==> src/rtl/lohs_pkg.sv <==
package lohs_pkg;

  // Configuration port
  localparam int CFG_AW = 3;
  localparam int CFG_DW = 32;
  localparam int REG_W = 11;
  localparam int REG_IDX_BIT = 2;
  localparam logic [0:0] REG_COLUMN_COUNT = 1'b0;
  localparam logic [0:0] REG_ROW_COUNT = 1'b1;
  localparam logic [REG_W-1:0] REG_RESET = 11'd1024;
  localparam logic [REG_W-1:0] COUNT_MIN = 11'd3;

  // Item kinds and pixel classes
  localparam logic REQ_PIXEL = 1'b0;
  localparam logic REQ_FLUSH = 1'b1;
  localparam logic [1:0] CLS_SAME = 2'd0;
  localparam logic [1:0] CLS_LOWER = 2'd1;
  localparam logic [1:0] CLS_UPPER = 2'd2;

  // Reference rows rotate through three line slots
  localparam logic [1:0] SLOT_FIRST = 2'd0;
  localparam logic [1:0] SLOT_LAST = 2'd2;

  localparam int POS_W = 10;

  typedef struct packed {
    logic req_type;
    logic below_bit;
    logic above_bit;
    logic reference_bit;
  } in_item_t;

  typedef struct packed {
    logic [POS_W-1:0] out_row;
    logic [POS_W-1:0] out_column;
    logic [1:0]       pixel_class;
    logic             needs_support;
    logic             last_pixel;
  } out_item_t;

  // Store write request
  typedef struct packed {
    logic       we;
    logic [2:0] line_sel;
    logic       ref_bit;
    logic       cslot;
    logic [1:0] cls;
  } wr_t;

  // Result stage control, captured when an item is taken
  typedef struct packed {
    logic [POS_W-1:0] out_row;
    logic [POS_W-1:0] out_col;
    logic             border;
    logic             last;
    logic [1:0]       slot;
    logic             cslot;
    logic [2:0]       line_hit;
    logic [2:0]       col_hit;
    logic             wr_bit;
    logic             cls_hit;
    logic [1:0]       wr_cls;
  } s1_t;

  // Registered store read data: three lines per word
  typedef struct packed {
    logic [2:0] ev_a;
    logic [2:0] ev_b;
    logic [2:0] od_a;
    logic [2:0] od_b;
    logic [3:0] cls_pair;
  } rd_t;

endpackage

==> src/rtl/lohs_cfg.sv <==
module lohs_cfg import lohs_pkg::*; #(
  parameter int MAX_COLUMNS = 1024,
  parameter int MAX_ROWS = 1024,
  localparam int CW = $clog2(MAX_COLUMNS),
  localparam int RW = $clog2(MAX_ROWS),
  localparam int CCW = (CW + 1 > REG_W) ? CW + 1 : REG_W,
  localparam int RCW = (RW + 1 > REG_W) ? RW + 1 : REG_W
) (
  input  logic              clk,
  input  logic              rst_n,
  input  logic              psel,
  input  logic              penable,
  input  logic              pwrite,
  input  logic [CFG_AW-1:0] paddr,
  input  logic [CFG_DW-1:0] pwdata,
  output logic [CFG_DW-1:0] prdata,
  output logic              pready,
  output logic [CCW-1:0]    used_cols,
  output logic [RCW-1:0]    used_rows
);

  logic [REG_W-1:0] column_count_r;
  logic [REG_W-1:0] row_count_r;
  logic             wr_en;

  assign pready = 1'b1;
  assign wr_en = psel && penable && pwrite && pready;

  always_ff @(posedge clk) begin
    if (!rst_n) begin
      column_count_r <= REG_RESET;
      row_count_r <= REG_RESET;
    end else if (wr_en) begin
      unique case (paddr[REG_IDX_BIT])
        REG_COLUMN_COUNT: column_count_r <= pwdata[REG_W-1:0];
        REG_ROW_COUNT:    row_count_r <= pwdata[REG_W-1:0];
      endcase
    end
  end

  always_comb begin
    unique case (paddr[REG_IDX_BIT])
      REG_COLUMN_COUNT: prdata = CFG_DW'(column_count_r);
      REG_ROW_COUNT:    prdata = CFG_DW'(row_count_r);
    endcase
  end

  // Clamp the counts to the range the buffers support
  always_comb begin
    priority if (column_count_r < COUNT_MIN) begin
      used_cols = CCW'(COUNT_MIN);
    end else if (CCW'(column_count_r) > CCW'(MAX_COLUMNS)) begin
      used_cols = CCW'(MAX_COLUMNS);
    end else begin
      used_cols = CCW'(column_count_r);
    end
  end

  always_comb begin
    priority if (row_count_r < COUNT_MIN) begin
      used_rows = RCW'(COUNT_MIN);
    end else if (RCW'(row_count_r) > RCW'(MAX_ROWS)) begin
      used_rows = RCW'(MAX_ROWS);
    end else begin
      used_rows = RCW'(row_count_r);
    end
  end

endmodule

==> config.mk <==
export PLATFORM = sky130hd
export DESIGN_NAME = lohs_cfg
export DESIGN_NICKNAME = d
export VERILOG_FILES = /design/src/rtl/lohs_pkg.sv /design/src/rtl/lohs_cfg.sv
export SDC_FILE = /design/constraint.sdc
export NUM_CORES = 1
export LEC_CHECK = 0
export ABC_CLOCK_PERIOD_IN_PS = 900
export BUFFER_PORTS_ARGS = -buffer_cell sky130_fd_sc_hd__buf_4
export CELL_PAD_IN_SITES_DETAIL_PLACEMENT = 1
export CELL_PAD_IN_SITES_GLOBAL_PLACEMENT = 2
export CORE_ASPECT_RATIO = 0.7
export CORE_MARGIN = 8
export CORE_UTILIZATION = 19
export DETAILED_ROUTE_END_ITERATION = 12
export PLACE_DENSITY_LB_ADDON = 0.1
export SYNTH_ARGS = -nofsm -noshare
export SYNTH_HDL_FRONTEND = slang
export SYNTH_SLANG_ARGS = --single-unit
==> constraint.sdc <==
create_clock -name clk -period 0.9 [get_ports clk]
set_input_delay 0.09 -clock clk [delete_from_list [all_inputs] [get_ports clk]]
set_output_delay 0.09 -clock clk [all_outputs]
set_load 0.005 [all_outputs]
==> flow_summary.yaml <==
status:
  status: "finished, violations left"
  violations: "setup timing"
sta:
  rsz0062_at_grt: "yes"
  finalSetupViolCount: 33
  period_needed_ns: 1.51
  final_max_slew_viol_count: 0
  setup_ws_ns: -0.606
  fin_skew_ns: 0
  tns_ns: -8.24
  timing.final.crit_share: 1.67
  fmaxAchievable_mhz: 664
  hold_violations: 0
worst_setup_path:
  worstPathCellList: "nor4_4, buf_4, a21oi_2, nor2_1, buf_4"
  path_class: "reg -> out"
  cp.required_ns: 0.81
  path_common_cell: "buf_4"
  reg2reg_slack_ns: 0.02
  start_kind: "flop"
  crit_arrival_ns: 1.42
  setup.worst_path.end_class: "output pin"
  cpMaxStageDelayCell: "dfxtp_4"
  critical_path.max_stage_delay_ns: 0.37
  worst-path-max-fanout: 4
detailed_routing:
  wl_met3_um: 340
  avgRoutedWirePerCell_um: 15.7
  m1WireLength_um: 2390
  avgViaCountPerCell: 4.00
  wl_um: 5090
  dr_total_vias: 1297
  postRouteAntennaNets: 0
  first_pass_iters: 4
  routed-wl-met2_um: 2340
  highest_layer: "met4"
  initialDrtViolationCount: 27
  drc: 0
layout:
  fin_cells: 324
  final_nets: 268
  antenna_cells: 0
  layout-drive-gt1-share: 0.695
  final_util: 0.341
  syn2layout_area_growth_pct: 76.9
  design_area_sq_um: 2450
  n_fill_cell: 819
floorplanning:
  pin_count: 95
  die_x_um: 118
  chipHeight_um: 87.5
  initial_core_util: 0.193
  die_area_sq_um: 10300
  rows: 26
  core_sq_um: 7190
clock_network:
  clk_pin_slew_worst_paths_ns: 0.08
  cts_tree: "built"
  h-tree-depth: 1
  cts.sinks: 22
  hold_buffers: 0
  clkLatencyLatePin_ns: 0.26
  cts_buffers: 3
  cts_buffer_depth: 2
  cts_root_buf: "clkbuf_8"
run:
  maxCapViolCount: 0
global_route:
  grt_overflow: 0
  first_global_vias: 1442
  grt_max_degree: 21
  grt_pass1_wl_um: 7930
  antenna_found_initial: 0
  grtUsageTotal: 0.0970
power_and_ir_drop:
  power_density_nw_per_um2: 846
  irDropWorstVdd_uv: 490
  leakage_uw: 0.00105
logic_synthesis:
  yosys_warnings: 0
  synth_cell_types: 22
  synth.avg_cell_area_sq_um: 9.06
  seq_area_frac_synth: 0.318
  ys_ff_latch: 22
  synth.cell_area_sq_um: 1390
  synth_cells: 153
min_path:
  hold_path.class: "in -> reg"
place:
  dpl.cell_count: 309
  place_hpwl_um: 3930
  io_buffers: 49
  placed_area_sq_um: 1970
  gp_congestion: 0.696
[registers in the layout (all words and copies together) (netlist names)]
register and count:
row_count_r 11, column_count_r 11
[cell type report]
cell class                      count  area, sq um  share of cell area
Clock buffer                        3         41.3              0.0168
Multi-Input combinational cell    117          927               0.378
Sequential cell                    22          489               0.199
Tap cell                           98          123              0.0500
Timing Repair Buffer               84          872               0.356
[what timing repair did]
| action | 4_1_cts | 5_1_grt |
|---|---|---|
| buffers inserted | 6 | 6 |
| setup endpoints to repair | 33 | 34 |
| endpoints found under the hold margin | 0 | 0 |
| gates resized for setup | 63 | 42 |
| pin swaps | 4 | 5 |
[through the flow]
step	worst slack [ns]	power, uW	hold slack, ns
5_1_grt	-0.666	2190	0.0584
2_1_floorplan	-0.00299	1280	0.215
6_report	-0.606	2070	0.0524
3_5_place_dp	-0.359	1420	0.323
4_1_cts	-0.589	2080	0.0471
3_3_place_gp	-0.319	1420	0.317
[cells by family after synthesis]
logic type      count (synthesis)  share of synthesized area
simple gates                   58                      0.277
buf+inv                        34                      0.182
compound gates                 24                      0.114
flops                          22                      0.318
mux                            13                      0.104
other cells                     2                    0.00542
[cell usage after synthesis, drive strengths merged]
| library cell | instances | share of area |
|---|---|---|
| buf | 31 | 0.17 |
| dfxtp | 22 | 0.32 |
| nand3 | 20 | 0.11 |
| o21ai | 20 | 0.099 |
| nor2b | 16 | 0.072 |
| nand2 | 12 | 0.032 |
| mux2 | 11 | 0.089 |
| a21oi | 4 | 0.014 |
| nor2 | 4 | 0.011 |
| nor4 | 4 | 0.027 |
| clkbuf | 3 | 0.0081 |
| conb | 2 | 0.0054 |
| mux2i | 2 | 0.014 |
| nand4 | 1 | 0.0090 |
| nand4b | 1 | 0.017 |
[worst max-delay path: cells and delay by family, from the launching register on]
| family | cells | cell delay [ns] |
|---|---|---|
| and+or+nand+nor | 2 | 0.44 |
| DFF | 1 | 0.37 |
| buffers and inverters | 2 | 0.31 |
| AOI/OAI and AO/OA | 1 | 0.04 |
[layer usage]
| metal | up-vias | global-route usage |
|---|---|---|
| met2 | 43 | 0.154 |
| met3 | 2 | 0.0363 |
| met4 | 0 | 0.0139 |
| met1 | 627 | 0.124 |
| met5 | - | 0 |
| li1 | 625 | - |
[placed cells by master (no fill, tap or decap), types with 2 or more instances in the layout]
cell and n:
nand3_2 10, nand3_1 10, o21ai_1 10, mux2i_1 2, buf_4 37, dfxtp_4 9
a21oi_2 2, buf_6 39, nor2_1 4, nor2b_1 6, clkbuf_8 3, mux2_4 10
dfxtp_2 12, conb_1 22, o21ai_2 10, a21oi_1 2, buf_12 7, nor4_4 3
nor2b_4 10, nand2_1 12
[power breakdown]
part | switching [uW] | internal [uW]
Combinational | 208 | 248
Clock | 316 | 299
Sequential | 28.7 | 975
[worst paths after layout]
path / from / end / cells after the start
setup reg to reg: column_count_r[9] / column_count_r[9] / 5
hold / removal: pwdata[10] / column_count_r[10] / 3
setup / recovery: row_count_r[2] / used_rows[1] / 5
hold reg to reg: column_count_r[1] / column_count_r[1] / 2
Power figures use the tool's default switching activity.
