==> src/rtl/lohs_pkg.sv <==
package lohs_pkg;

  // Configuration port
  localparam int CFG_AW = 3;
  localparam int CFG_DW = 32;
  localparam int REG_W = 11;
  localparam int REG_IDX_BIT = 2;
  localparam logic [0:0] REG_COLUMN_COUNT = 1'b0;
  localparam logic [0:0] REG_ROW_COUNT = 1'b1;
  localparam logic [REG_W-1:0] REG_RESET = 11'd1024;
  localparam logic [REG_W-1:0] COUNT_MIN = 11'd3;

  // Item kinds and pixel classes
  localparam logic REQ_PIXEL = 1'b0;
  localparam logic REQ_FLUSH = 1'b1;
  localparam logic [1:0] CLS_SAME = 2'd0;
  localparam logic [1:0] CLS_LOWER = 2'd1;
  localparam logic [1:0] CLS_UPPER = 2'd2;

  // Reference rows rotate through three line slots
  localparam logic [1:0] SLOT_FIRST = 2'd0;
  localparam logic [1:0] SLOT_LAST = 2'd2;

  localparam int POS_W = 10;

  typedef struct packed {
    logic req_type;
    logic below_bit;
    logic above_bit;
    logic reference_bit;
  } in_item_t;

  typedef struct packed {
    logic [POS_W-1:0] out_row;
    logic [POS_W-1:0] out_column;
    logic [1:0]       pixel_class;
    logic             needs_support;
    logic             last_pixel;
  } out_item_t;

  // Store write request
  typedef struct packed {
    logic       we;
    logic [2:0] line_sel;
    logic       ref_bit;
    logic       cslot;
    logic [1:0] cls;
  } wr_t;

  // Result stage control, captured when an item is taken
  typedef struct packed {
    logic [POS_W-1:0] out_row;
    logic [POS_W-1:0] out_col;
    logic             border;
    logic             last;
    logic [1:0]       slot;
    logic             cslot;
    logic [2:0]       line_hit;
    logic [2:0]       col_hit;
    logic             wr_bit;
    logic             cls_hit;
    logic [1:0]       wr_cls;
  } s1_t;

  // Registered store read data: three lines per word
  typedef struct packed {
    logic [2:0] ev_a;
    logic [2:0] ev_b;
    logic [2:0] od_a;
    logic [2:0] od_b;
    logic [3:0] cls_pair;
  } rd_t;

endpackage

==> src/rtl/lohs_out.sv <==
module lohs_out import lohs_pkg::*; (
  input  logic      clk,
  input  logic      rst_n,
  input  logic      s1_valid,
  input  s1_t       s1,
  input  rd_t       rd,
  input  logic      out_stall,
  output logic      out_valid,
  output out_item_t out_data,
  output logic      adv
);

  logic            out_valid_r;
  out_item_t       out_data_r, out_data_nxt;
  logic [2:0][2:0] raw;
  logic [2:0][2:0] cells;
  logic [2:0]      slot_oh;
  logic            nbr_any;
  logic [1:0]      cls;

  assign adv = !out_valid_r || !out_stall;

  // Pick left, centre and right columns by parity of the column
  always_comb begin
    if (s1.out_col[0]) begin
      raw[0] = rd.ev_a;
      raw[1] = rd.od_a;
      raw[2] = rd.ev_b;
    end else begin
      raw[0] = rd.od_b;
      raw[1] = rd.ev_a;
      raw[2] = rd.od_a;
    end
  end

  always_comb begin
    for (int dc = 0; dc < 3; dc++) begin
      cells[dc] = (raw[dc] & ~(s1.line_hit & {3{s1.col_hit[dc]}}))
                | ({3{s1.wr_bit}} & s1.line_hit & {3{s1.col_hit[dc]}});
    end
  end

  // The pixel itself is not its own neighbour
  assign slot_oh = 3'(3'b001 << s1.slot);
  assign nbr_any = (|cells[0]) || (|cells[2]) || (|(cells[1] & ~slot_oh));

  always_comb begin
    if (s1.cls_hit) begin
      cls = s1.wr_cls;
    end else begin
      cls = s1.cslot ? rd.cls_pair[3:2] : rd.cls_pair[1:0];
    end
  end

  always_comb begin
    out_data_nxt.out_row = s1.out_row;
    out_data_nxt.out_column = s1.out_col;
    out_data_nxt.pixel_class = cls;
    out_data_nxt.needs_support = (cls == CLS_UPPER) && !s1.border && !nbr_any;
    out_data_nxt.last_pixel = s1.last;
  end

  always_ff @(posedge clk) begin
    if (!rst_n) begin
      out_valid_r <= 1'b0;
    end else if (adv) begin
      out_valid_r <= s1_valid;
    end
  end

  always_ff @(posedge clk) begin
    if (adv && s1_valid) begin
      out_data_r <= out_data_nxt;
    end
  end

  assign out_valid = out_valid_r;
  assign out_data = out_data_r;

endmodule

==> config.mk <==
export PLATFORM = sky130hd
export DESIGN_NAME = lohs_out
export DESIGN_NICKNAME = d
export VERILOG_FILES = /design/src/rtl/lohs_pkg.sv /design/src/rtl/lohs_out.sv
export SDC_FILE = /design/constraint.sdc
export NUM_CORES = 1
export LEC_CHECK = 0
export ABC_CLOCK_PERIOD_IN_PS = 1310
export BUFFER_PORTS_ARGS = -buffer_cell sky130_fd_sc_hd__clkbuf_2
export CAP_MARGIN = 0
export CORE_MARGIN = 1.5
export CORE_UTILIZATION = 35
export DETAILED_ROUTE_END_ITERATION = 7
export PLACE_DENSITY = 0.74
export REMOVE_ABC_BUFFERS = 1
export SYNTH_ARGS = -nofsm -noshare
export SYNTH_HDL_FRONTEND = slang
export SYNTH_SLANG_ARGS = --single-unit
==> constraint.sdc <==
create_clock -name clk -period 1.31 [get_ports clk]
set_input_delay 0.0655 -clock clk [delete_from_list [all_inputs] [get_ports clk]]
set_output_delay 0.0655 -clock clk [all_outputs]
set_load 0.005 [all_outputs]
==> flow_summary.yaml <==
placement:
  post_dp_cell_area_sq_mm: 0.00156
  dp_hpwl_um: 1980
  io_buffers: 80
  routabilityCongestion: 0.912
  pre_cts_ws_ns: -0.158
die:
  die_h_um: 58.5
  row_count: 19
  start_util_pct: 38.1
  die_area_sq_mm: 0.00342
  core_area_sq_mm: 0.00283
  die_w_um: 58.5
  num_io_pins: 81
drt:
  via_per_inst: 4.72
  postRouteAntennaNets: 0
  met1_length_um: 991
  drtIter0Drc: 18
  vias: 1005
  drtPass1Iterations: 4
  dr_wl_met2_um: 1380
  finalWirelength_um: 2680
  routed-wl-met3_um: 285
  highest_layer: "met4"
  wl_per_cell_um: 12.6
  drc: 0
global_route:
  antenna_found_initial: 0
  grt_start_max_net_pins: 25
  grt_remaining_overflow: 0
  first_global_vias: 1010
  grt_pass1_wl_um: 4230
  grtUsageTotal_pct: 16.4
sta:
  report.final.slew_viol_count: 0
  period_share_pct: 87.5
  post-route-worst-setup-slack_ns: 0.163
  fmax_mhz: 872
  maxSlewHeadroom_pct: 83.9
  hold_violations: 0
  period_needed_ns: 1.15
  skew_ns: 0.000902
  whs_ns: 0.0129
  tightest_slew_ns: 0.239
  setup_viol: 0
  rsz0062_at_grt: "no"
hold_path:
  hold_class: "input pin to flip-flop"
setup_path:
  crit_arrival_ns: 1.30
  slowest_stage: "or4b_1"
  path_class: "input pin to flip-flop"
  cp_num_buf_inv: 1
  path_delay_family: "simple AND/OR/NAND/NOR gates"
  cp-end-kind: "flip-flop"
  slowest_delay_ns: 0.46
  required_ns: 1.47
  cp_max_fo: 5
  crit_chain: "clkbuf_2 > mux2_2 > a21oi_1 > or4b_1 > nor3_2"
  cp-start-kind: "input pin"
synth:
  avgSynthCellArea_sq_um: 15.0
  netlist_area_sq_mm: 0.00108
  synth_warnings: 0
  ys_ff_latch: 25
  seq_area_frac_synth_pct: 68.7
  synth_cell_types: 22
  postSynthCellCount: 72
clocking:
  clk_path_buf_depth: 2
  clk_pin_slew_ns: 0.12
  htree_levels: 1
  clock-sinks: 25
  cts_setup_buffers: 0
  root_buffer: "clkbuf_4"
  cts_tree: "built"
  cts_made_buffers: 3
  clkLatencyLatePin_ns: 0.30
  cts_resized: 0
finish:
  n_antenna_cell: 0
  drive_gt1_share_pct: 51.6
  final_nets: 238
  final_util_pct: 63.6
  fin_area_sq_mm: 0.00180
  syn2layout_area_growth_pct: 66.9
power_and_ir_drop:
  power.density_mw_per_mm2: 875
  p_leak_nw: 0.839
  peakVddDrop_mv: 0.342
run:
  maxCapViolCount: 0
status:
  status: "complete, no violations"
[stage by stage]
stage | power (W) | setup TNS (ns) | std cells
global route | 0.00166 | 0 | 213
finish | 0.00158 | 0 | 213
CTS | 0.00159 | 0 | 213
global placement | 0.00122 | -0.117 | 188
floorplan | 0.00105 | -2.45 | 71
detailed placement | 0.00123 | -0.158 | 188
[layout make-up]
class | instances | area [sq um]
clock buffer | 4 | 26.3
inverter | 1 | 3.75
multi-input combinational | 45 | 323
tap | 31 | 38.8
fill | 211 | 1030
sequential | 25 | 741
timing repair buffer | 107 | 668
[registers in the layout (all words and copies together) (netlist names)]
register / flops
out_data: 24
out_valid: 1
[per-layer routing]
metal  track usage (%)  vias up
met5                 0        -
met4              4.98        0
met3              4.40        2
met2              32.9       59
met1              15.8      436
li1                  -      508
[what timing repair did]
item,4_1_cts,5_1_grt
endpoints found under the hold margin,21,0
setup endpoints to repair,0,0
hold buffers,21,0
[power by group]
part,switching [W],total (W),leakage [nW],internal (W)
clock network,0.000199,0.000317,0.0150,0.000118
registers,0.0000129,0.000944,0.241,0.000931
logic,0.000128,0.000314,0.583,0.000187
total,0.000339,0.00158,0.839,0.00124
[synth_stat cells]
library cell	n	area, sq um
mux2_2	3	33.8
o22ai_1	2	12.5
a21oi_1	3	15.0
buf_6	1	11.3
o221ai_1	1	8.76
inv_1	1	3.75
nand3b_1	1	7.51
nor3_2	2	20.0
nor2_1	3	11.3
dfxtp_1	1	20.0
and3b_1	1	8.76
o21ai_0	3	15.0
and2_1	3	18.8
edfxtp_1	24	721
mux2i_1	8	80.1
a211oi_1	2	15.0
nor2b_1	1	6.26
o211ai_1	1	7.51
nor3_1	2	10.0
a221o_1	1	10.0
or4b_1	2	20.0
nand2_1	6	22.5
[worst min-delay path, stage by stage]
cell      delay, ns
clkbuf_2       0.08
a21oi_1        0.04
nor2b_1        0.09
[placed cells by master, fill, tap and decap left out]
| cell type | synthesis | routed |
|---|---|---|
| o211ai_1 | 1 | 1 |
| and3b_1 | 1 | 1 |
| inv_1 | 1 | 1 |
| and2_1 | 3 | 3 |
| o22ai_1 | 2 | 2 |
| o221ai_1 | 1 | 1 |
| nand2_1 | 6 | 6 |
| mux2_2 | 3 | 3 |
| a21oi_1 | 3 | 3 |
| a211oi_1 | 2 | 2 |
| edfxtp_1 | 24 | 24 |
| a221o_1 | 1 | 1 |
| nor3_1 | 2 | 2 |
| clkbuf_1 | 0 | 1 |
| nand3b_1 | 1 | 1 |
| dfxtp_1 | 1 | 1 |
| nor3_2 | 2 | 2 |
| buf_12 | 0 | 1 |
| nor2_1 | 3 | 3 |
| nor2b_1 | 1 | 1 |
| or4b_1 | 2 | 2 |
| o21ai_0 | 3 | 3 |
| clkbuf_2 | 0 | 80 |
| clkbuf_4 | 0 | 3 |
| mux2i_1 | 8 | 8 |
| dlygate4sd3_1 | 0 | 21 |
| buf_4 | 0 | 5 |
[logic make-up after synthesis]
| group | Yosys count | synth area share, % |
|---|---|---|
| AO/OA/AOI/OAI | 13 | 7.77 |
| buffers and inverters | 2 | 1.39 |
| flip-flops | 25 | 68.7 |
| multiplexers | 11 | 10.6 |
| AND/OR/NAND/NOR | 21 | 11.6 |
[worst paths after layout]
check / from / depth (start not counted) / slack [ns] / end
worst max register to register: out_valid / 3 / 0.24 / out_data[14]
worst min-delay path: s1_valid / 3 / 0.01 / out_valid
worst max-delay path: s1[15] / 5 / 0.16 / out_data[1]
worst min register to register: out_valid / 2 / 0.57 / out_valid
(Power assumes the default switching activity.)
