### config.mk
export PLATFORM = sky130hd
export DESIGN_NAME = lohs_ctrl
export DESIGN_NICKNAME = d
export VERILOG_FILES = /design/src/rtl/lohs_pkg.sv /design/src/rtl/lohs_ctrl.sv
export SDC_FILE = /design/constraint.sdc
export NUM_CORES = 1
export LEC_CHECK = 0
export ABC_AREA = 1
export BUFFER_PORTS_ARGS = -buffer_cell sky130_fd_sc_hd__clkbuf_2
export CORE_MARGIN = 4
export CORE_UTILIZATION = 28
export DETAILED_ROUTE_END_ITERATION = 10
export GPL_TIMING_DRIVEN = 0
export PLACE_DENSITY = 0.49
export SYNTH_ARGS = -nofsm -noshare
export SYNTH_HDL_FRONTEND = slang
export SYNTH_SLANG_ARGS = --single-unit
### constraint.sdc
create_clock -name clk -period 8.6 [get_ports clk]
set_input_delay 0.43 -clock clk [delete_from_list [all_inputs] [get_ports clk]]
set_output_delay 0.43 -clock clk [all_outputs]
set_load 0.03 [all_outputs]
### src/rtl/lohs_pkg.sv
package lohs_pkg;

  // Configuration port
  localparam int CFG_AW = 3;
  localparam int CFG_DW = 32;
  localparam int REG_W = 11;
  localparam int REG_IDX_BIT = 2;
  localparam logic [0:0] REG_COLUMN_COUNT = 1'b0;
  localparam logic [0:0] REG_ROW_COUNT = 1'b1;
  localparam logic [REG_W-1:0] REG_RESET = 11'd1024;
  localparam logic [REG_W-1:0] COUNT_MIN = 11'd3;

  // Item kinds and pixel classes
  localparam logic REQ_PIXEL = 1'b0;
  localparam logic REQ_FLUSH = 1'b1;
  localparam logic [1:0] CLS_SAME = 2'd0;
  localparam logic [1:0] CLS_LOWER = 2'd1;
  localparam logic [1:0] CLS_UPPER = 2'd2;

  // Reference rows rotate through three line slots
  localparam logic [1:0] SLOT_FIRST = 2'd0;
  localparam logic [1:0] SLOT_LAST = 2'd2;

  localparam int POS_W = 10;

  typedef struct packed {
    logic req_type;
    logic below_bit;
    logic above_bit;
    logic reference_bit;
  } in_item_t;

  typedef struct packed {
    logic [POS_W-1:0] out_row;
    logic [POS_W-1:0] out_column;
    logic [1:0]       pixel_class;
    logic             needs_support;
    logic             last_pixel;
  } out_item_t;

  // Store write request
  typedef struct packed {
    logic       we;
    logic [2:0] line_sel;
    logic       ref_bit;
    logic       cslot;
    logic [1:0] cls;
  } wr_t;

  // Result stage control, captured when an item is taken
  typedef struct packed {
    logic [POS_W-1:0] out_row;
    logic [POS_W-1:0] out_col;
    logic             border;
    logic             last;
    logic [1:0]       slot;
    logic             cslot;
    logic [2:0]       line_hit;
    logic [2:0]       col_hit;
    logic             wr_bit;
    logic             cls_hit;
    logic [1:0]       wr_cls;
  } s1_t;

  // Registered store read data: three lines per word
  typedef struct packed {
    logic [2:0] ev_a;
    logic [2:0] ev_b;
    logic [2:0] od_a;
    logic [2:0] od_b;
    logic [3:0] cls_pair;
  } rd_t;

endpackage

### src/rtl/lohs_ctrl.sv
module lohs_ctrl import lohs_pkg::*; #(
  parameter int MAX_COLUMNS = 1024,
  parameter int MAX_ROWS = 1024,
  localparam int CW = $clog2(MAX_COLUMNS),
  localparam int RW = $clog2(MAX_ROWS),
  localparam int CCW = (CW + 1 > REG_W) ? CW + 1 : REG_W,
  localparam int RCW = (RW + 1 > REG_W) ? RW + 1 : REG_W
) (
  input  logic           clk,
  input  logic           rst_n,
  input  logic           fire,
  input  in_item_t       in_data,
  input  logic [CCW-1:0] used_cols,
  input  logic [RCW-1:0] used_rows,
  input  logic           adv,
  output wr_t            wr,
  output logic [CW-1:0]  wr_col,
  output logic [CW-1:0]  rd_col,
  output logic           s1_valid,
  output s1_t            s1
);

  logic [CW-1:0]  in_col_r, in_col_nxt;
  logic [1:0]     in_slot_r, in_slot_nxt;
  logic           in_cslot_r, in_cslot_nxt;
  logic [CW-1:0]  out_col_r, out_col_nxt;
  logic [RW-1:0]  out_row_r, out_row_nxt;
  logic [1:0]     out_slot_r, out_slot_nxt;
  logic           out_cslot_r, out_cslot_nxt;
  logic [CCW-1:0] pending_r, pending_nxt;
  logic           s1_valid_r, s1_valid_nxt;
  s1_t            s1_r, s1_nxt;

  logic           pix;
  logic           emit;
  logic           in_wrap;
  logic           col_end;
  logic           row_end;
  logic [1:0]     cls;
  logic [2:0]     line_sel;
  logic [CW-1:0]  col_m1;
  logic [CW-1:0]  col_p1;

  function automatic logic [1:0] slot_step(input logic [1:0] s);
    return (s == SLOT_LAST) ? SLOT_FIRST : s + 2'd1;
  endfunction

  assign pix = (in_data.req_type == REQ_PIXEL);

  always_comb begin
    unique case (in_data.req_type)
      REQ_PIXEL: emit = pending_r > used_cols;
      REQ_FLUSH: emit = pending_r != '0;
    endcase
  end

  always_comb begin
    if (in_data.below_bit == in_data.above_bit) begin
      cls = CLS_SAME;
    end else if (in_data.below_bit) begin
      cls = CLS_LOWER;
    end else begin
      cls = CLS_UPPER;
    end
  end

  assign in_wrap = (CCW'(in_col_r) + CCW'(1)) >= used_cols;
  assign col_end = (CCW'(out_col_r) + CCW'(1)) >= used_cols;
  assign row_end = (RCW'(out_row_r) + RCW'(1)) >= used_rows;

  assign line_sel = pix ? 3'(3'b001 << in_slot_r) : 3'b000;
  assign col_m1 = out_col_r - CW'(1);
  assign col_p1 = out_col_r + CW'(1);

  // Position, slot and pending count updates
  always_comb begin
    in_col_nxt = in_col_r;
    in_slot_nxt = in_slot_r;
    in_cslot_nxt = in_cslot_r;
    out_col_nxt = out_col_r;
    out_row_nxt = out_row_r;
    out_slot_nxt = out_slot_r;
    out_cslot_nxt = out_cslot_r;
    pending_nxt = pending_r;
    if (fire && pix) begin
      if (in_wrap) begin
        in_col_nxt = '0;
        in_slot_nxt = slot_step(in_slot_r);
        in_cslot_nxt = ~in_cslot_r;
      end else begin
        in_col_nxt = in_col_r + CW'(1);
      end
      if (!emit) begin
        pending_nxt = pending_r + CCW'(1);
      end
    end
    if (fire && !pix && emit) begin
      pending_nxt = pending_r - CCW'(1);
    end
    if (fire && emit) begin
      if (col_end) begin
        out_col_nxt = '0;
        out_slot_nxt = slot_step(out_slot_r);
        out_cslot_nxt = ~out_cslot_r;
        out_row_nxt = row_end ? '0 : out_row_r + RW'(1);
      end else begin
        out_col_nxt = out_col_r + CW'(1);
      end
    end
  end

  // Snapshot for the result stage; the hit flags forward this item's write
  always_comb begin
    s1_nxt.out_row = POS_W'(out_row_r);
    s1_nxt.out_col = POS_W'(out_col_r);
    s1_nxt.border = (out_row_r == '0) || row_end || (out_col_r == '0) || col_end;
    s1_nxt.last = row_end && col_end;
    s1_nxt.slot = out_slot_r;
    s1_nxt.cslot = out_cslot_r;
    s1_nxt.line_hit = line_sel;
    s1_nxt.col_hit = {in_col_r == col_p1, in_col_r == out_col_r, in_col_r == col_m1};
    s1_nxt.wr_bit = in_data.reference_bit;
    s1_nxt.cls_hit = pix && (in_cslot_r == out_cslot_r) && (in_col_r == out_col_r);
    s1_nxt.wr_cls = cls;
  end

  always_comb begin
    if (fire) begin
      s1_valid_nxt = emit;
    end else if (adv) begin
      s1_valid_nxt = 1'b0;
    end else begin
      s1_valid_nxt = s1_valid_r;
    end
  end

  always_ff @(posedge clk) begin
    if (!rst_n) begin
      in_col_r <= '0;
      in_slot_r <= SLOT_FIRST;
      in_cslot_r <= 1'b0;
      out_col_r <= '0;
      out_row_r <= '0;
      out_slot_r <= SLOT_FIRST;
      out_cslot_r <= 1'b0;
      pending_r <= '0;
      s1_valid_r <= 1'b0;
    end else begin
      in_col_r <= in_col_nxt;
      in_slot_r <= in_slot_nxt;
      in_cslot_r <= in_cslot_nxt;
      out_col_r <= out_col_nxt;
      out_row_r <= out_row_nxt;
      out_slot_r <= out_slot_nxt;
      out_cslot_r <= out_cslot_nxt;
      pending_r <= pending_nxt;
      s1_valid_r <= s1_valid_nxt;
    end
  end

  always_ff @(posedge clk) begin
    if (fire) begin
      s1_r <= s1_nxt;
    end
  end

  assign wr.we = fire && pix;
  assign wr.line_sel = line_sel;
  assign wr.ref_bit = in_data.reference_bit;
  assign wr.cslot = in_cslot_r;
  assign wr.cls = cls;
  assign wr_col = in_col_r;
  assign rd_col = out_col_r;
  assign s1_valid = s1_valid_r;
  assign s1 = s1_r;

endmodule

==> report_table.html <==
<table>
<tr><th>Metric</th><th>Value</th></tr>
<tr><th colspan="2">Floorplanning</th></tr>
<tr><td>Initial standard-cell utilization of the core</td><td>28.5%</td></tr>
<tr><td># IOs</td><td>94</td></tr>
<tr><td>Rows</td><td>53</td></tr>
<tr><td>Total core area</td><td>0.0210 mm2</td></tr>
<tr><td>Die width</td><td>154 um</td></tr>
<tr><td>Die height</td><td>154 um</td></tr>
<tr><td>Die Footprint</td><td>roughly 0.024 mm2</td></tr>
<tr><th colspan="2">Critical path</th></tr>
<tr><td>Critical Path End Type</td><td>flip-flop</td></tr>
<tr><td>Chain of cells forming the critical path</td><td>ha_1, nand3_1, nor2_1, nand2_1, inv_1, nand3_1, nor3_1, ha_1, a21oi_1, o21a_1, nand4_1, clkbuf_1, nand2_1, inv_1</td></tr>
<tr><td>Gate family responsible for the most delay along the worst path</td><td>simple AND/OR/NAND/NOR gates</td></tr>
<tr><td>Library cell contributing the largest single delay on the critical path</td><td>sky130_fd_sc_hd__dfxtp_1</td></tr>
<tr><td>Arr. time, crit path</td><td>3.62 ns</td></tr>
<tr><td>Worst reg-to-reg setup slack</td><td>5.08 ns</td></tr>
<tr><td>Worst path required time</td><td>8.69 ns</td></tr>
<tr><td>Startpoint types</td><td>flip-flop</td></tr>
<tr><td>Maximum fanout count along the critical path</td><td>10</td></tr>
<tr><td>Classification of the worst setup path</td><td>reg2reg</td></tr>
<tr><td>Worst path max stage delay</td><td>0.59 ns</td></tr>
<tr><td>Sum of buffers and inverters on the critical path</td><td>3</td></tr>
<tr><th colspan="2">Layout</th></tr>
<tr><td>Fill cells</td><td>about 2300</td></tr>
<tr><td>Fraction of layout instances using a drive strength above 1</td><td>16.8%</td></tr>
<tr><td>Diode count</td><td>0</td></tr>
<tr><td>Area growth syn-to-layout</td><td>18.3%</td></tr>
<tr><td>Final #Nets</td><td>1016</td></tr>
<tr><th colspan="2">Synth</th></tr>
<tr><td>Cell area after synthesis</td><td>roughly 0.0060 mm2</td></tr>
<tr><td>Number of enable-type register cells in the synthesized netlist</td><td>35</td></tr>
<tr><td>Number of storage elements in the synthesis netlist</td><td>83</td></tr>
<tr><td>Sequential area share after synthesis</td><td>33.6%</td></tr>
<tr><td>Ranking of synthesized cells by area</td><td>sky130_fd_sc_hd__edfxtp_1 18%, sky130_fd_sc_hd__dfxtp_1 16%, sky130_fd_sc_hd__ha_1 12%</td></tr>
<tr><td>Area fraction in compound gates after synthesis</td><td>8.34%</td></tr>
<tr><td>Most numerous cell in the Yosys netlist</td><td>sky130_fd_sc_hd__nand2_1</td></tr>
<tr><td>Multiplexer fraction of the synthesized cell area</td><td>0%</td></tr>
<tr><td>Synth area leader</td><td>sky130_fd_sc_hd__edfxtp_1</td></tr>
<tr><td>Commonest cells in the synthesized netlist</td><td>170 x sky130_fd_sc_hd__nand2_1, 119 x sky130_fd_sc_hd__nor2_1, 116 x sky130_fd_sc_hd__inv_1</td></tr>
<tr><td>Post-synth cell types</td><td>between 40 and 50</td></tr>
<tr><td>Area share of the leading cell type in the synthesized netlist</td><td>17.6%</td></tr>
<tr><td>Fraction of the mapped netlist area in simple logic gates</td><td>between 20 and 30%</td></tr>
<tr><td>Number of warnings printed during yosys synthesis</td><td>0</td></tr>
<tr><td>Post-synthesis average cell area</td><td>7.26 um2</td></tr>
<tr><td>Main flop type after synthesis</td><td>sky130_fd_sc_hd__dfxtp_1</td></tr>
<tr><td>Fraction of synthesized cell area in xor and xnor cells</td><td>5.71%</td></tr>
<tr><td>Share of synthesized flip-flops with an asynchronous set or reset</td><td>0%</td></tr>
<tr><td>Largest family of logic cells by synthesized area</td><td>simple AND/OR/NAND/NOR gates</td></tr>
<tr><td>Area share of fa/ha/maj cells after synthesis</td><td>around 12%</td></tr>
<tr><td>Synthesized netlist net count</td><td>913</td></tr>
<tr><td>Cell count after synthesis</td><td>between 800 and 900</td></tr>
<tr><th colspan="2">Timing</th></tr>
<tr><td>Setup TNS</td><td>0 ns</td></tr>
<tr><td>Unrepaired setup endpoints after global routing</td><td>false</td></tr>
<tr><td>Maximum clock rate</td><td>284 MHz</td></tr>
<tr><td>Final number of setup-violating endpoints</td><td>0</td></tr>
<tr><td>Final critical-path share of the clock period</td><td>approximately two fifths</td></tr>
<tr><td>Worst Tran Pin Value</td><td>1.05 ns</td></tr>
<tr><td>Final hold slack</td><td>0.293 ns</td></tr>
<tr><td>Max_slew headroom</td><td>30.3%</td></tr>
<tr><td>Post-layout min period</td><td>3.52 ns</td></tr>
<tr><td>Final Skew</td><td>0.0110 ns</td></tr>
<tr><td>Final Hold Vio Count</td><td>0</td></tr>
<tr><td>Number of max-slew violations in the final report</td><td>0</td></tr>
<tr><th colspan="2">Power</th></tr>
<tr><td>Total power</td><td>1.20 mW</td></tr>
<tr><td>Worst-case vdd ir drop</td><td>0.0805 mV</td></tr>
<tr><td>Cell area power density</td><td>between 150 and 200 mW/mm2</td></tr>
<tr><td>Static power due to leakage</td><td>3.67 nW</td></tr>
<tr><th colspan="2">GRT</th></tr>
<tr><td>Number of antenna violations at the first check in global routing</td><td>0</td></tr>
<tr><td>Maximum number of pins on one net before global-route repair</td><td>40</td></tr>
<tr><td>Sum of overflow across all layers after global routing</td><td>0</td></tr>
<tr><td>Overall Global Routing Usage</td><td>13.8%</td></tr>
<tr><td>Vias in the first global route</td><td>between 5000 and 6000</td></tr>
<tr><td>Global-route wire length before repair</td><td>~27000 um</td></tr>
<tr><th colspan="2">Routing</th></tr>
<tr><td>Detailed-route via count</td><td>5378</td></tr>
<tr><td>Mean routed wirelength per cell</td><td>13.5 um</td></tr>
<tr><td>Count of routing violations after the opening detailed-route iteration</td><td>174</td></tr>
<tr><td>1st-pass router iterations</td><td>5</td></tr>
<tr><td>Number of vias per cell</td><td>4.46</td></tr>
<tr><td>Total length of routed wires</td><td>roughly 16000 um</td></tr>
<tr><td>Post-route antenna net violation count</td><td>0</td></tr>
<tr><td>DRC viols</td><td>0</td></tr>
<tr><th colspan="2">Clocking</th></tr>
<tr><td>H-tree Lvls</td><td>3</td></tr>
<tr><td>Clock buffer count from CTS</td><td>9</td></tr>
<tr><td>Clock sinks</td><td>83</td></tr>
<tr><td>CTS max path bufs</td><td>2</td></tr>
<tr><td>Post-CTS setup repair buffer count</td><td>0</td></tr>
<tr><td>Number of hold buffers added after CTS</td><td>0</td></tr>
<tr><td>Clock transition at the registers of the reported paths</td><td>0.07 ns</td></tr>
<tr><td>TritonCTS clock tree</td><td>built</td></tr>
<tr><td>Clock network latency to the later pin of the worst-skew pair</td><td>0.34 ns</td></tr>
<tr><td>Clk root buf</td><td>sky130_fd_sc_hd__clkbuf_16</td></tr>
<tr><td>Post-cts sizing count</td><td>0</td></tr>
<tr><th colspan="2">Placement</th></tr>
<tr><td>Count of port buffers added during placement</td><td>92</td></tr>
<tr><td>Final Wtd Congestion</td><td>approximately 0.85</td></tr>
<tr><td>DP HPWL</td><td>12900 um</td></tr>
<tr><th colspan="2">Job</th></tr>
<tr><td>Max cap viols</td><td>0</td></tr>
<tr><th colspan="2">Run status</th></tr>
<tr><td>Status</td><td>finished, final reports clean</td></tr>
<tr><th colspan="2">Hold path</th></tr>
<tr><td>Type of the most critical hold path</td><td>in2reg</td></tr>
</table>
-- through the flow --
stage / utilization (%) / instance area [um2] / setup slack [ns] / std cells
floorplan: - / 5980 / 5.81 / 824
global route: 33.7 / 7080 / 4.77 / 1207
detailed placement: 32.3 / 6790 / 5.07 / 1191
CTS: 33.7 / 7080 / 5.05 / 1207
global placement: 32.3 / 6790 / 5.09 / 1191
finish: 33.7 / 7080 / 5.08 / 1207
-- flip-flops by register name (all words and copies together), names as in the netlist --
name and flops:
s1 35, pending_r 11, out_row_r 10, rd_col 10, wr_col 10, in_slot_r 2, out_slot_r 2, in_cslot_r 1
out_cslot_r 1, s1_valid 1
-- cell families (layout without fill, tap and decap cells) --
group                      count (synthesis)  count (layout)
adders and majority gates                 59              59
buffers and inverters                    157             265
xor gates and xnor gates                  39              39
and+or+nand+nor                          391             391
AOI/OAI and AO/OA                         95              95
DFF                                       83              83
-- final cells by class --
| class | instances | area [um2] | share of cell area [%] |
|---|---|---|---|
| clock buffer | 10 | 239 | 3.38 |
| multi-input combinational | 584 | 3280 | 46.3 |
| clock inverter | 6 | 48.8 | 0.690 |
| buffer | 36 | 243 | 3.43 |
| timing repair buffer | 92 | 460 | 6.51 |
| sequential | 83 | 2010 | 28.4 |
| tap | 275 | 344 | 4.86 |
| inverter | 121 | 454 | 6.42 |
-- per-layer routing --
layer	up-vias	GRT usage [%]	wire length (um)
met1	2400	18.5	7930
met5	-	0	0
met2	109	22.8	7390
met4	0	4.08	238
li1	2850	-	-
met3	19	2.60	700
-- path summary, 6_finish.rpt --
check                                 from     end  depth (start not counted)
worst max-delay path             rd_col[1]  s1[13]                         14
worst min-delay path            in_data[0]   s1[3]                          1
worst max register to register   rd_col[1]  s1[13]                         14
worst min register to register   rd_col[3]  s1[18]                          0
-- cells in the final DEF, fill, tap and decap left out, types with 5 or more instances in the layout --
cell type                   count
sky130_fd_sc_hd__nand3_1       50
sky130_fd_sc_hd__nor2_1       119
sky130_fd_sc_hd__o21ai_0       28
sky130_fd_sc_hd__a21oi_1       49
sky130_fd_sc_hd__nand2_1      170
sky130_fd_sc_hd__clkbuf_1       5
sky130_fd_sc_hd__xnor2_1        9
sky130_fd_sc_hd__clkbuf_2      93
sky130_fd_sc_hd__dfxtp_1       48
sky130_fd_sc_hd__buf_2          7
sky130_fd_sc_hd__nand4_1       14
sky130_fd_sc_hd__edfxtp_1      35
sky130_fd_sc_hd__o21ai_1        7
sky130_fd_sc_hd__inv_1        116
sky130_fd_sc_hd__ha_1          58
sky130_fd_sc_hd__clkbuf_16      9
sky130_fd_sc_hd__nor3_1        11
sky130_fd_sc_hd__xor2_1        30
sky130_fd_sc_hd__buf_4         19
-- power breakdown --
part           total (mW)  switching, mW  internal, mW
logic               0.344          0.222         0.122
clock network       0.382          0.175         0.207
registers           0.473         0.0294         0.443
Note: power is estimated with default switching activity, not from simulation.
